[src/rtl/iee_pkg.sv]
// Shared types, character codes and a helper function for the infix expression evaluator.
// Used by iee_datapath, iee_ctrl, the top module and the bench; it depends on nothing else.
`default_nettype none

package iee_pkg;

    localparam int DEF_VALUE_DEPTH    = 16;
    localparam int DEF_OPERATOR_DEPTH = 16;

    localparam logic [7:0] CH_PLUS   = 8'h2B;
    localparam logic [7:0] CH_MINUS  = 8'h2D;
    localparam logic [7:0] CH_STAR   = 8'h2A;
    localparam logic [7:0] CH_SLASH  = 8'h2F;
    localparam logic [7:0] CH_LPAREN = 8'h28;
    localparam logic [7:0] CH_RPAREN = 8'h29;
    localparam logic [7:0] CH_SPACE  = 8'h20;
    localparam logic [7:0] CH_ZERO   = 8'h30;
    localparam logic [7:0] CH_NINE   = 8'h39;

    localparam logic [1:0] ST_OK       = 2'd0;
    localparam logic [1:0] ST_DIV_ZERO = 2'd1;
    localparam logic [1:0] ST_UNDER    = 2'd2;
    localparam logic [1:0] ST_OVER     = 2'd3;

    typedef struct packed {
        logic [7:0] char_code;
        logic       final_char;
    } t_in_word;

    typedef struct packed {
        logic signed [31:0] value;
        logic [1:0]         status;
    } t_out_word;

    typedef enum logic [3:0] {
        S_IDLE, S_DECODE, S_CLASS, S_LOOP, S_OPCHK, S_RED, S_RDA, S_EXEC,
        S_DIV, S_RET, S_END, S_FCLOSE, S_FLOOP, S_FTOP, S_OUT
    } t_state;

    typedef enum logic [1:0] {
        MODE_CLOSE, MODE_OTHER, MODE_FINAL
    } t_mode;

    typedef struct packed {
        logic load_char;
        logic digit;
        logic close_num;
        logic push_op;
        logic rd_op;
        logic pop_op;
        logic rd_b;
        logic latch_b;
        logic rd_a;
        logic set_err1;
        logic set_err2;
        logic write_alu;
        logic div_start;
        logic write_div;
        logic rd_top;
        logic load_out;
        logic clear;
    } t_cmd;

    typedef struct packed {
        logic is_digit;
        logic is_space;
        logic is_lparen;
        logic is_rparen;
        logic num_open;
        logic err_set;
        logic op_empty;
        logic val_lt2;
        logic val_empty;
        logic top_is_lparen;
        logic top_ge_rank;
        logic top_is_div;
        logic b_zero;
        logic div_done;
        logic last;
        logic out_busy;
    } t_stat;

    function automatic logic [1:0] rank_of(input logic [7:0] c);
        logic [1:0] r;
        r = 2'd0;
        if (c == CH_PLUS || c == CH_MINUS) r = 2'd1;
        if (c == CH_STAR || c == CH_SLASH) r = 2'd2;
        return r;
    endfunction

endpackage

`default_nettype wire

[src/rtl/iee_ram.sv]
// Generic single-write, single-read RAM with a registered read port.
// Stand-alone; used for the value stack and the operator stack.
`default_nettype none

module iee_ram #(
    parameter int WIDTH = 8,
    parameter int DEPTH = 16
) (
    input  wire                      i_clk,
    input  wire                      i_we,
    input  wire  [$clog2(DEPTH)-1:0] i_waddr,
    input  wire  [WIDTH-1:0]         i_wdata,
    input  wire                      i_re,
    input  wire  [$clog2(DEPTH)-1:0] i_raddr,
    output logic [WIDTH-1:0]         o_rdata
);

    logic [WIDTH-1:0] r_mem [DEPTH];

    always_ff @(posedge i_clk) begin
        if (i_we) begin
            r_mem[i_waddr] <= i_wdata;
        end
        if (i_re) begin
            o_rdata <= r_mem[i_raddr];
        end
    end

endmodule

`default_nettype wire

[src/rtl/iee_div.sv]
// Iterative 32-bit signed divider, one quotient bit per cycle, truncating.
// Depends on nothing but its ports; instantiated by iee_datapath.
`default_nettype none

module iee_div (
    input  wire         i_clk,
    input  wire         i_rst_n,
    input  wire         i_start,
    input  wire  [31:0] i_dividend,
    input  wire  [31:0] i_divisor,
    output logic        o_done,
    output logic [31:0] o_quotient
);

    logic [31:0] r_quo;
    logic [31:0] r_div;
    logic [32:0] r_rem;
    logic [4:0]  r_cnt;
    logic        r_busy;
    logic        r_neg;
    logic        r_done;

    logic [32:0] rem_sh;
    logic [32:0] trial;

    assign rem_sh = {r_rem[31:0], r_quo[31]};
    assign trial  = rem_sh - {1'b0, r_div};

    always_ff @(posedge i_clk) begin
        if (!i_rst_n) begin
            r_busy <= 1'b0;
            r_done <= 1'b0;
            r_cnt  <= '0;
        end else begin
            r_done <= 1'b0;
            if (i_start) begin
                r_busy <= 1'b1;
                r_cnt  <= '0;
            end else if (r_busy) begin
                r_cnt <= r_cnt + 5'd1;
                if (r_cnt == 5'd31) begin
                    r_busy <= 1'b0;
                    r_done <= 1'b1;
                end
            end
        end
    end

    always_ff @(posedge i_clk) begin
        if (i_start) begin
            r_rem <= '0;
            r_quo <= i_dividend[31] ? (32'd0 - i_dividend) : i_dividend;
            r_div <= i_divisor[31] ? (32'd0 - i_divisor) : i_divisor;
            r_neg <= i_dividend[31] ^ i_divisor[31];
        end else if (r_busy) begin
            if (!trial[32]) begin
                r_rem <= trial;
                r_quo <= {r_quo[30:0], 1'b1};
            end else begin
                r_rem <= rem_sh;
                r_quo <= {r_quo[30:0], 1'b0};
            end
        end
    end

    assign o_done     = r_done;
    assign o_quotient = r_neg ? (32'd0 - r_quo) : r_quo;

endmodule

`default_nettype wire

[src/rtl/iee_datapath.sv]
// Datapath of the evaluator: stack memories, counters, pending number, ALU, divider
// and the output register. Depends on iee_pkg, iee_ram and iee_div.
`default_nettype none

module iee_datapath
    import iee_pkg::*;
#(
    parameter int VALUE_DEPTH    = DEF_VALUE_DEPTH,
    parameter int OPERATOR_DEPTH = DEF_OPERATOR_DEPTH
) (
    input  wire        i_clk,
    input  wire        i_rst_n,
    input  t_cmd       i_cmd,
    input  t_in_word   i_in_word,
    input  wire        i_out_stall,
    output t_stat      o_stat,
    output logic       o_out_valid,
    output t_out_word  o_out_word
);

    localparam int VAW = $clog2(VALUE_DEPTH);
    localparam int VCW = $clog2(VALUE_DEPTH + 1);
    localparam int OAW = $clog2(OPERATOR_DEPTH);
    localparam int OCW = $clog2(OPERATOR_DEPTH + 1);

    logic [VCW-1:0] r_vcount;
    logic [OCW-1:0] r_ocount;
    logic [31:0]    r_pending;
    logic           r_open;
    logic [1:0]     r_err;
    logic [7:0]     r_char;
    logic           r_last;
    logic [31:0]    r_b;
    logic           r_out_valid;
    t_out_word      r_out_word;

    logic [VCW-1:0] vcm1, vcm2;
    logic [OCW-1:0] ocm1;
    logic           v_full, o_full;

    logic           v_we, v_re;
    logic [VAW-1:0] v_waddr, v_raddr;
    logic [31:0]    v_wdata, v_rdata;
    logic           o_we;
    logic [7:0]     o_rdata;

    logic [31:0]    alu;
    logic           div_done;
    logic [31:0]    div_q;

    assign vcm1   = r_vcount - VCW'(1);
    assign vcm2   = r_vcount - VCW'(2);
    assign ocm1   = r_ocount - OCW'(1);
    assign v_full = r_vcount >= VCW'(VALUE_DEPTH);
    assign o_full = r_ocount >= OCW'(OPERATOR_DEPTH);

    always_comb begin
        case (o_rdata)
            CH_PLUS:  alu = v_rdata + r_b;
            CH_MINUS: alu = v_rdata - r_b;
            CH_STAR:  alu = v_rdata * r_b;
            default:  alu = 32'd0;
        endcase
    end

    always_comb begin
        v_we    = i_cmd.close_num && !v_full;
        v_waddr = r_vcount[VAW-1:0];
        v_wdata = r_pending;
        if (i_cmd.write_alu || i_cmd.write_div) begin
            v_we    = 1'b1;
            v_waddr = vcm2[VAW-1:0];
            v_wdata = i_cmd.write_div ? div_q : alu;
        end
        v_re    = i_cmd.rd_b || i_cmd.rd_a || i_cmd.rd_top;
        v_raddr = i_cmd.rd_a ? vcm2[VAW-1:0] : vcm1[VAW-1:0];
    end

    assign o_we = i_cmd.push_op && !o_full;

    iee_ram #(.WIDTH(32), .DEPTH(VALUE_DEPTH)) u_vram (
        .i_clk   (i_clk),
        .i_we    (v_we),
        .i_waddr (v_waddr),
        .i_wdata (v_wdata),
        .i_re    (v_re),
        .i_raddr (v_raddr),
        .o_rdata (v_rdata)
    );

    iee_ram #(.WIDTH(8), .DEPTH(OPERATOR_DEPTH)) u_oram (
        .i_clk   (i_clk),
        .i_we    (o_we),
        .i_waddr (r_ocount[OAW-1:0]),
        .i_wdata (r_char),
        .i_re    (i_cmd.rd_op),
        .i_raddr (ocm1[OAW-1:0]),
        .o_rdata (o_rdata)
    );

    // The dividend is the lower stack value, which is on the read port during EXEC.
    iee_div u_div (
        .i_clk      (i_clk),
        .i_rst_n    (i_rst_n),
        .i_start    (i_cmd.div_start),
        .i_dividend (v_rdata),
        .i_divisor  (r_b),
        .o_done     (div_done),
        .o_quotient (div_q)
    );

    always_ff @(posedge i_clk) begin
        if (i_cmd.load_char) begin
            r_char <= i_in_word.char_code;
            r_last <= i_in_word.final_char;
        end
        if (i_cmd.latch_b) begin
            r_b <= v_rdata;
        end
        if (i_cmd.load_out) begin
            r_out_word.status <= r_err;
            r_out_word.value  <= (r_err != ST_OK) ? 32'sd0 : $signed(v_rdata);
        end
    end

    always_ff @(posedge i_clk) begin
        if (!i_rst_n) begin
            r_vcount    <= '0;
            r_ocount    <= '0;
            r_pending   <= '0;
            r_open      <= 1'b0;
            r_err       <= ST_OK;
            r_out_valid <= 1'b0;
        end else begin
            if (i_cmd.digit) begin
                r_pending <= (r_pending << 3) + (r_pending << 1)
                           + {24'd0, r_char - CH_ZERO};
                r_open    <= 1'b1;
            end
            if (i_cmd.close_num) begin
                r_pending <= '0;
                r_open    <= 1'b0;
                if (v_full) begin
                    if (r_err == ST_OK) r_err <= ST_OVER;
                end else begin
                    r_vcount <= r_vcount + VCW'(1);
                end
            end
            if (i_cmd.push_op) begin
                if (o_full) begin
                    if (r_err == ST_OK) r_err <= ST_OVER;
                end else begin
                    r_ocount <= r_ocount + OCW'(1);
                end
            end
            if (i_cmd.pop_op) begin
                r_ocount <= ocm1;
            end
            if (i_cmd.set_err1 && r_err == ST_OK) begin
                r_err <= ST_DIV_ZERO;
            end
            if (i_cmd.set_err2 && r_err == ST_OK) begin
                r_err <= ST_UNDER;
            end
            if (i_cmd.write_alu || i_cmd.write_div) begin
                r_vcount <= vcm1;
            end
            if (i_cmd.load_out) begin
                r_out_valid <= 1'b1;
            end else if (r_out_valid && !i_out_stall) begin
                r_out_valid <= 1'b0;
            end
            if (i_cmd.clear) begin
                r_vcount  <= '0;
                r_ocount  <= '0;
                r_pending <= '0;
                r_open    <= 1'b0;
                r_err     <= ST_OK;
            end
        end
    end

    always_comb begin
        o_stat.is_digit      = (r_char >= CH_ZERO) && (r_char <= CH_NINE);
        o_stat.is_space      = r_char == CH_SPACE;
        o_stat.is_lparen     = r_char == CH_LPAREN;
        o_stat.is_rparen     = r_char == CH_RPAREN;
        o_stat.num_open      = r_open;
        o_stat.err_set       = r_err != ST_OK;
        o_stat.op_empty      = r_ocount == '0;
        o_stat.val_lt2       = r_vcount < VCW'(2);
        o_stat.val_empty     = r_vcount == '0;
        o_stat.top_is_lparen = o_rdata == CH_LPAREN;
        o_stat.top_ge_rank   = rank_of(o_rdata) >= rank_of(r_char);
        o_stat.top_is_div    = o_rdata == CH_SLASH;
        o_stat.b_zero        = r_b == 32'd0;
        o_stat.div_done      = div_done;
        o_stat.last          = r_last;
        o_stat.out_busy      = r_out_valid && i_out_stall;
    end

    assign o_out_valid = r_out_valid;
    assign o_out_word  = r_out_word;

    a_clear_empties: assert property (@(posedge i_clk) disable iff (!i_rst_n)
        i_cmd.clear |=> (r_vcount == '0) && (r_ocount == '0))
        else $error("stack counts not cleared after a result");

    a_vcount_range: assert property (@(posedge i_clk) disable iff (!i_rst_n)
        r_vcount <= VCW'(VALUE_DEPTH))
        else $error("value count beyond stack depth");

    a_reduce_has_two: assert property (@(posedge i_clk) disable iff (!i_rst_n)
        (i_cmd.write_alu || i_cmd.write_div) |-> r_vcount >= VCW'(2))
        else $error("reduction written with fewer than two values");

    a_load_free: assert property (@(posedge i_clk) disable iff (!i_rst_n)
        i_cmd.load_out |-> !(r_out_valid && i_out_stall))
        else $error("output register overwritten while stalled");

endmodule

`default_nettype wire

[src/rtl/iee_ctrl.sv]
// Controller state machine of the evaluator: sequences character handling,
// reductions and the final result. Depends on iee_pkg.
`default_nettype none

module iee_ctrl
    import iee_pkg::*;
(
    input  wire   i_clk,
    input  wire   i_rst_n,
    input  wire   i_in_valid,
    input  t_stat i_stat,
    output logic  o_in_stall,
    output t_cmd  o_cmd
);

    t_state r_state, n_state;
    t_mode  r_mode, n_mode;

    always_ff @(posedge i_clk) begin
        if (!i_rst_n) begin
            r_state <= S_IDLE;
            r_mode  <= MODE_OTHER;
        end else begin
            r_state <= n_state;
            r_mode  <= n_mode;
        end
    end

    always_comb begin
        n_state = r_state;
        n_mode  = r_mode;
        case (r_state)
            S_IDLE: begin
                if (i_in_valid) n_state = S_DECODE;
            end
            S_DECODE: begin
                if (i_stat.err_set || i_stat.is_digit) n_state = S_END;
                else n_state = S_CLASS;
            end
            S_CLASS: begin
                if (i_stat.err_set || i_stat.is_space || i_stat.is_lparen) begin
                    n_state = S_END;
                end else begin
                    n_state = S_LOOP;
                    n_mode  = i_stat.is_rparen ? MODE_CLOSE : MODE_OTHER;
                end
            end
            S_LOOP: begin
                if (i_stat.err_set || i_stat.op_empty) n_state = S_END;
                else n_state = S_OPCHK;
            end
            S_OPCHK: begin
                case (r_mode)
                    MODE_CLOSE: n_state = i_stat.top_is_lparen ? S_END : S_RED;
                    MODE_OTHER: n_state = i_stat.top_ge_rank ? S_RED : S_END;
                    default:    n_state = S_RED;
                endcase
            end
            S_RED: begin
                n_state = i_stat.val_lt2 ? S_RET : S_RDA;
            end
            S_RDA: begin
                n_state = S_EXEC;
            end
            S_EXEC: begin
                n_state = (i_stat.top_is_div && !i_stat.b_zero) ? S_DIV : S_RET;
            end
            S_DIV: begin
                if (i_stat.div_done) n_state = S_RET;
            end
            S_RET: begin
                n_state = (r_mode == MODE_FINAL) ? S_FLOOP : S_LOOP;
            end
            S_END: begin
                n_state = i_stat.last ? S_FCLOSE : S_IDLE;
            end
            S_FCLOSE: begin
                n_state = S_FLOOP;
                n_mode  = MODE_FINAL;
            end
            S_FLOOP: begin
                if (i_stat.err_set || i_stat.op_empty) n_state = S_FTOP;
                else n_state = S_OPCHK;
            end
            S_FTOP: begin
                n_state = S_OUT;
            end
            S_OUT: begin
                if (!i_stat.out_busy) n_state = S_IDLE;
            end
            default: n_state = S_IDLE;
        endcase
    end

    always_comb begin
        o_cmd = '0;
        case (r_state)
            S_IDLE: begin
                o_cmd.load_char = i_in_valid;
            end
            S_DECODE: begin
                if (!i_stat.err_set) begin
                    o_cmd.digit     = i_stat.is_digit;
                    o_cmd.close_num = !i_stat.is_digit && i_stat.num_open;
                end
            end
            S_CLASS: begin
                o_cmd.push_op = !i_stat.err_set && i_stat.is_lparen;
            end
            S_LOOP: begin
                if (!i_stat.err_set) begin
                    o_cmd.push_op = i_stat.op_empty && r_mode == MODE_OTHER;
                    o_cmd.rd_op   = !i_stat.op_empty;
                end
            end
            S_OPCHK: begin
                case (r_mode)
                    MODE_CLOSE: o_cmd.pop_op  = i_stat.top_is_lparen;
                    MODE_OTHER: o_cmd.push_op = !i_stat.top_ge_rank;
                    default:    o_cmd.push_op = 1'b0;
                endcase
            end
            S_RED: begin
                o_cmd.set_err2 = i_stat.val_lt2;
                o_cmd.rd_b     = !i_stat.val_lt2;
            end
            S_RDA: begin
                o_cmd.latch_b = 1'b1;
                o_cmd.rd_a    = 1'b1;
            end
            S_EXEC: begin
                o_cmd.pop_op = 1'b1;
                if (i_stat.top_is_div) begin
                    o_cmd.set_err1  = i_stat.b_zero;
                    o_cmd.div_start = !i_stat.b_zero;
                end else begin
                    o_cmd.write_alu = 1'b1;
                end
            end
            S_DIV: begin
                o_cmd.write_div = i_stat.div_done;
            end
            S_FCLOSE: begin
                o_cmd.close_num = !i_stat.err_set && i_stat.num_open;
            end
            S_FLOOP: begin
                o_cmd.rd_op = !i_stat.err_set && !i_stat.op_empty;
            end
            S_FTOP: begin
                if (!i_stat.err_set) begin
                    o_cmd.set_err2 = i_stat.val_empty;
                    o_cmd.rd_top   = !i_stat.val_empty;
                end
            end
            S_OUT: begin
                o_cmd.load_out = !i_stat.out_busy;
                o_cmd.clear    = !i_stat.out_busy;
            end
            default: o_cmd = '0;
        endcase
    end

    assign o_in_stall = r_state != S_IDLE;

endmodule

`default_nettype wire

[src/rtl/infix_expression_evaluator.sv]
// Infix expression evaluator: one character per word in, one result word per expression.
// A digit extends the pending number, a space is skipped and '(' is pushed; an operator or ')'
// first runs its reductions, and a reduction that divides yields one quotient bit a cycle.
// The final word closes any number, reduces the rest and waits while a result is stalled.
// One word is in work at a time; a result waits in the output register while the next
// expression streams in. Synchronous active-low reset empties both stacks and drops results.
`default_nettype none

module infix_expression_evaluator
    import iee_pkg::*;
#(
    parameter int VALUE_DEPTH    = DEF_VALUE_DEPTH,
    parameter int OPERATOR_DEPTH = DEF_OPERATOR_DEPTH
) (
    input  wire       i_clk,
    input  wire       i_rst_n,
    input  wire       i_in_valid,
    output logic      o_in_stall,
    input  t_in_word  i_in_word,
    output logic      o_out_valid,
    input  wire       i_out_stall,
    output t_out_word o_out_word
);

    t_cmd  cmd;
    t_stat stat;

    iee_ctrl u_ctrl (
        .i_clk      (i_clk),
        .i_rst_n    (i_rst_n),
        .i_in_valid (i_in_valid),
        .i_stat     (stat),
        .o_in_stall (o_in_stall),
        .o_cmd      (cmd)
    );

    iee_datapath #(
        .VALUE_DEPTH    (VALUE_DEPTH),
        .OPERATOR_DEPTH (OPERATOR_DEPTH)
    ) u_dp (
        .i_clk       (i_clk),
        .i_rst_n     (i_rst_n),
        .i_cmd       (cmd),
        .i_in_word   (i_in_word),
        .i_out_stall (i_out_stall),
        .o_stat      (stat),
        .o_out_valid (o_out_valid),
        .o_out_word  (o_out_word)
    );

endmodule

`default_nettype wire

[config.mk]
export PLATFORM = sky130hd
export DESIGN_NAME = infix_expression_evaluator
export DESIGN_NICKNAME = d
export VERILOG_FILES = /design/src/rtl/iee_pkg.sv /design/src/rtl/iee_ram.sv /design/src/rtl/iee_div.sv /design/src/rtl/iee_datapath.sv /design/src/rtl/iee_ctrl.sv /design/src/rtl/infix_expression_evaluator.sv
export SDC_FILE = /design/constraint.sdc
export NUM_CORES = 2
export LEC_CHECK = 0
export BUFFER_PORTS_ARGS = -buffer_cell sky130_fd_sc_hd__buf_2
export CAP_MARGIN = 20
export CORE_ASPECT_RATIO = 1.25
export CORE_UTILIZATION = 50
export DETAILED_ROUTE_END_ITERATION = 8
export PLACE_DENSITY = 0.65
export SLEW_MARGIN = 40
export SYNTH_ARGS = -nofsm -noshare
export SYNTH_HDL_FRONTEND = slang
export SYNTH_SLANG_ARGS = --single-unit
[constraint.sdc]
create_clock -name i_clk -period 9.9 [get_ports i_clk]
set_clock_uncertainty 0.2 [all_clocks]
set_input_delay 0.99 -clock i_clk [delete_from_list [all_inputs] [get_ports i_clk]]
set_output_delay 0.99 -clock i_clk [all_outputs]
set_load 0.01 [all_outputs]
==> results.toml <==
[run_status]
run_status = "complete, no violations"

[critical_path]
worst_path_class_setup = "flop to flop"
startpoint_type = "flop"
worst_setup_path_end_kind = "flop"
ff2ff_setup_slack_ns = 0.99
crit_fanout = 17
crit_arrival_ns = 9.08
cpMostUsedCell = "fa_1"
timing.critical_path.slowest_cell_delay_ns = 0.92
critical_path_required_time_ns = 10.07
slowest_stage = "edfxtp_1"
crit_path_cell_trace = "and2_1 -> fa_1 -> fa_1 -> inv_1 -> fa_1 -> fa_1 -> fa_1 -> inv_1 -> fa_1 -> fa_1 -> fa_1 -> ha_1 -> and4_1 -> and2_1 -> a221oi_1 -> nor2b_1 -> a311oi_1 -> nand2b_1 -> a21oi_1 -> xnor2_1 -> a221oi_1 -> o22ai_2"

[logic_synthesis]
ys_async_sr_fraction = 0
synth.net_count = 5547
postSynthAreaPerCell_sq_um = 12.12
synthDistinctLibCells = 79
synth_cells = 4857
number_of_flops_mapped_to_enable_cells_by_yosys = 820
ys_seq_area_frac = 0.4493
synth.ff_latch_count = 911
synthesis.area_sq_um = 58860
yosys_warnings = 0
synth_flop_cell = "edfxtp_1"

[global_route]
grt_start_max_net_pins = 129
grt.total_usage = 0.2676
via_count_of_the_first_global_routing_pass = 38930
first_pass_grt_wire_length_um = 237000
antenna_violations_before_repair = 4
gr-total-overflow = 0

[sta]
max_freq_ghz = 0.1123
setup_viol_count_final = 0
tightestPinTransition_ns = 0.9470
final_max_slew_viols = 0
period_minus_slack_ns = 8.906
hold_ws_ns = 0.2696
report.final.hold_viol_count = 0
timing.setup.tns_ns = 0
unrepaired_setup_endpoints_after_global_routing = "no"
post-route-worst-setup-slack_ns = 0.9943
max-slew-margin-rel = 0.3686
part_of_the_cycle_the_worst_path_needs = 0.8996

[routing]
antenna_left = 0
drc_errors = 0
dr.pass1.iters = 6
drt-total-wl_um = 155100
wire_per_inst_um = 23.83
post_drt_via_cell_ratio = 5.853
detailroute.via_count = 38090
detail_route.iter0.violations = 3324

[floorplanning]
die-area_sq_um = 119100
boundaryPins = 49
floorplan.die.width_um = 308.9
row_count = 140
fp.coreArea_sq_um = 116700
initial_utilization = 0.5046
floorplan.die.height_um = 385.6

[finish]
drive_above_1_share = 0.1159
utilization = 0.5531
layout.cells.most_common = "edfxtp_1"
finalNetCount = 5560
syn_to_final_growth_pct = 9.625
fillCellCount = 9795
final_cell_mix = "edfxtp_1 (820), inv_1 (466), nand2_1 (453)"

[clock_tree]
cts_tree = "done"
cts_clk_pin_slew_worst_paths_ns = 0.06
clock-sinks = 911
cts_hold_buf = 0
clk_root_buffer_cell = "clkbuf_16"
clock_path_buffers = 3
worst_skew_pair.late_latency_ns = 0.73
cts_made_buffers = 91
post-cts-setup-buffer-count = 0
post_cts_resized = 0
maximum_level_of_the_cts_h_tree = 3

[placement]
dpl.hpwl_um = 107200
io_buffers = 48
dp_slack_ns = 1.022
finalWeightedCongestion = 0.9385

[power_and_ir_drop]
vdd_drop_max_uv = 764.0
powerDensity_nw_per_um2 = 303.8
cellLeakagePower_nw = 24.85
p_total_mw = 19.60

[run]
max_cap_viol_count = 0

[worst_hold_path]
min-delay-path-class = "flop to flop"
## synthesized netlist by cell type (37+ instances only)
cell	instances	share of area
a21o_1	37	0.0047
inv_1	466	0.030
ha_1	261	0.055
nand2b_1	42	0.0045
nand3_1	46	0.0039
o21ai_1	63	0.0054
mux4_2	168	0.064
fa_1	416	0.14
dfxtp_1	91	0.031
mux2i_1	66	0.011
a21oi_1	197	0.017
nor2b_1	54	0.0057
nand2_1	453	0.029
clkbuf_1	234	0.015
xor2_1	120	0.018
nor3_1	42	0.0036
nor2_1	181	0.012
a211oi_1	57	0.0073
xnor2_1	180	0.027
o21ai_0	105	0.0089
and2_1	350	0.037
edfxtp_1	820	0.42
## worst paths after layout
kind	from	to	cells after the start
setup / recovery	u_dp.u_vram.o_rdata[9]$_DFFE_PP_	u_dp.u_vram.r_mem[5][29]$_DFFE_PP_	22
hold / removal	u_dp.r_pending[31]$_SDFFE_PP0P_	u_dp.r_pending[31]$_SDFFE_PP0P_	2
setup reg to reg	u_dp.u_vram.o_rdata[9]$_DFFE_PP_	u_dp.u_vram.r_mem[5][29]$_DFFE_PP_	22
hold reg to reg	u_dp.r_pending[31]$_SDFFE_PP0P_	u_dp.r_pending[31]$_SDFFE_PP0P_	2
## stage by stage
| stage | cell area (sq um) | std cells |
|---|---|---|
| after floorplan | 58860 | 4857 |
| after global placement | 61370 | 6333 |
| after detailed placement | 61500 | 6336 |
| after CTS | 64450 | 6504 |
| after global routing | 64530 | 6507 |
| final | 64530 | 6508 |
## registers in the layout (all words and copies together) (netlist names), 2 cells and up
signal               flops
u_ctrl.r_mode            2
u_ctrl.r_state           4
u_dp.o_out_word         34
u_dp.r_b                32
u_dp.r_char              8
u_dp.r_err               2
u_dp.r_ocount            5
u_dp.r_pending          32
u_dp.r_vcount            5
u_dp.u_div.r_cnt         5
u_dp.u_div.r_div        32
u_dp.u_div.r_quo        32
u_dp.u_div.r_rem        32
u_dp.u_oram.o_rdata      8
u_dp.u_oram.r_mem      128
u_dp.u_vram.o_rdata     32
u_dp.u_vram.r_mem      512
## metal layers
metal	vias to the layer above	part of all wire	track usage
li1	17000	-	-
met3	337	0.060	0.03323
met5	-	0	0
met1	19510	0.41	0.3541
met2	1245	0.49	0.4489
met4	0	0.040	0.1072
## critical path, delay by kind of cell (launching register included)
family	cells	cell delay, ns
AO/OA/AOI/OAI	5	2.03
buffers and inverters	2	0.10
adder cells (fa/ha/maj)	9	4.28
XOR/XNOR	1	0.09
AND/OR/NAND/NOR	5	0.91
flip-flops	1	0.92
## layout make-up
class / instances / area [sq um] / area share
Multi-Input combinational cell: 3206 / 29970 / 0.4645
Sequential cell: 911 / 26450 / 0.4099
Clock buffer: 115 / 2447 / 0.03793
Tap cell: 1562 / 1954 / 0.03029
Inverter: 468 / 1759 / 0.02726
Timing Repair Buffer: 192 / 1438 / 0.02228
Clock inverter: 53 / 508.0 / 0.007872
Antenna cell: 1 / 2.502 / 0.00003878
## power by group
| part | total, mW | internal (mW) | switching [mW] | leakage, nW |
|---|---|---|---|---|
| sequential | 4.44 | 4.29 | 0.145 | 8.17 |
| clock | 3.42 | 1.88 | 1.54 | 1.42 |
| combinational | 11.7 | 4.83 | 6.92 | 15.3 |
## kinds of logic (layout without fill, tap and decap cells)
kind of cell	count (synthesis)	count (layout)	share of synthesized area
XOR/XNOR	300	300	0.04464
AND/OR/NAND/NOR	1297	1297	0.1106
other	0	1	0
adder cells (fa/ha/maj)	677	677	0.1970
multiplexers	237	237	0.07607
buffers and inverters	740	828	0.04740
AO/OA/AOI/OAI	695	695	0.07512
flip-flops	911	911	0.4493
Power figures use the tool's default switching activity.
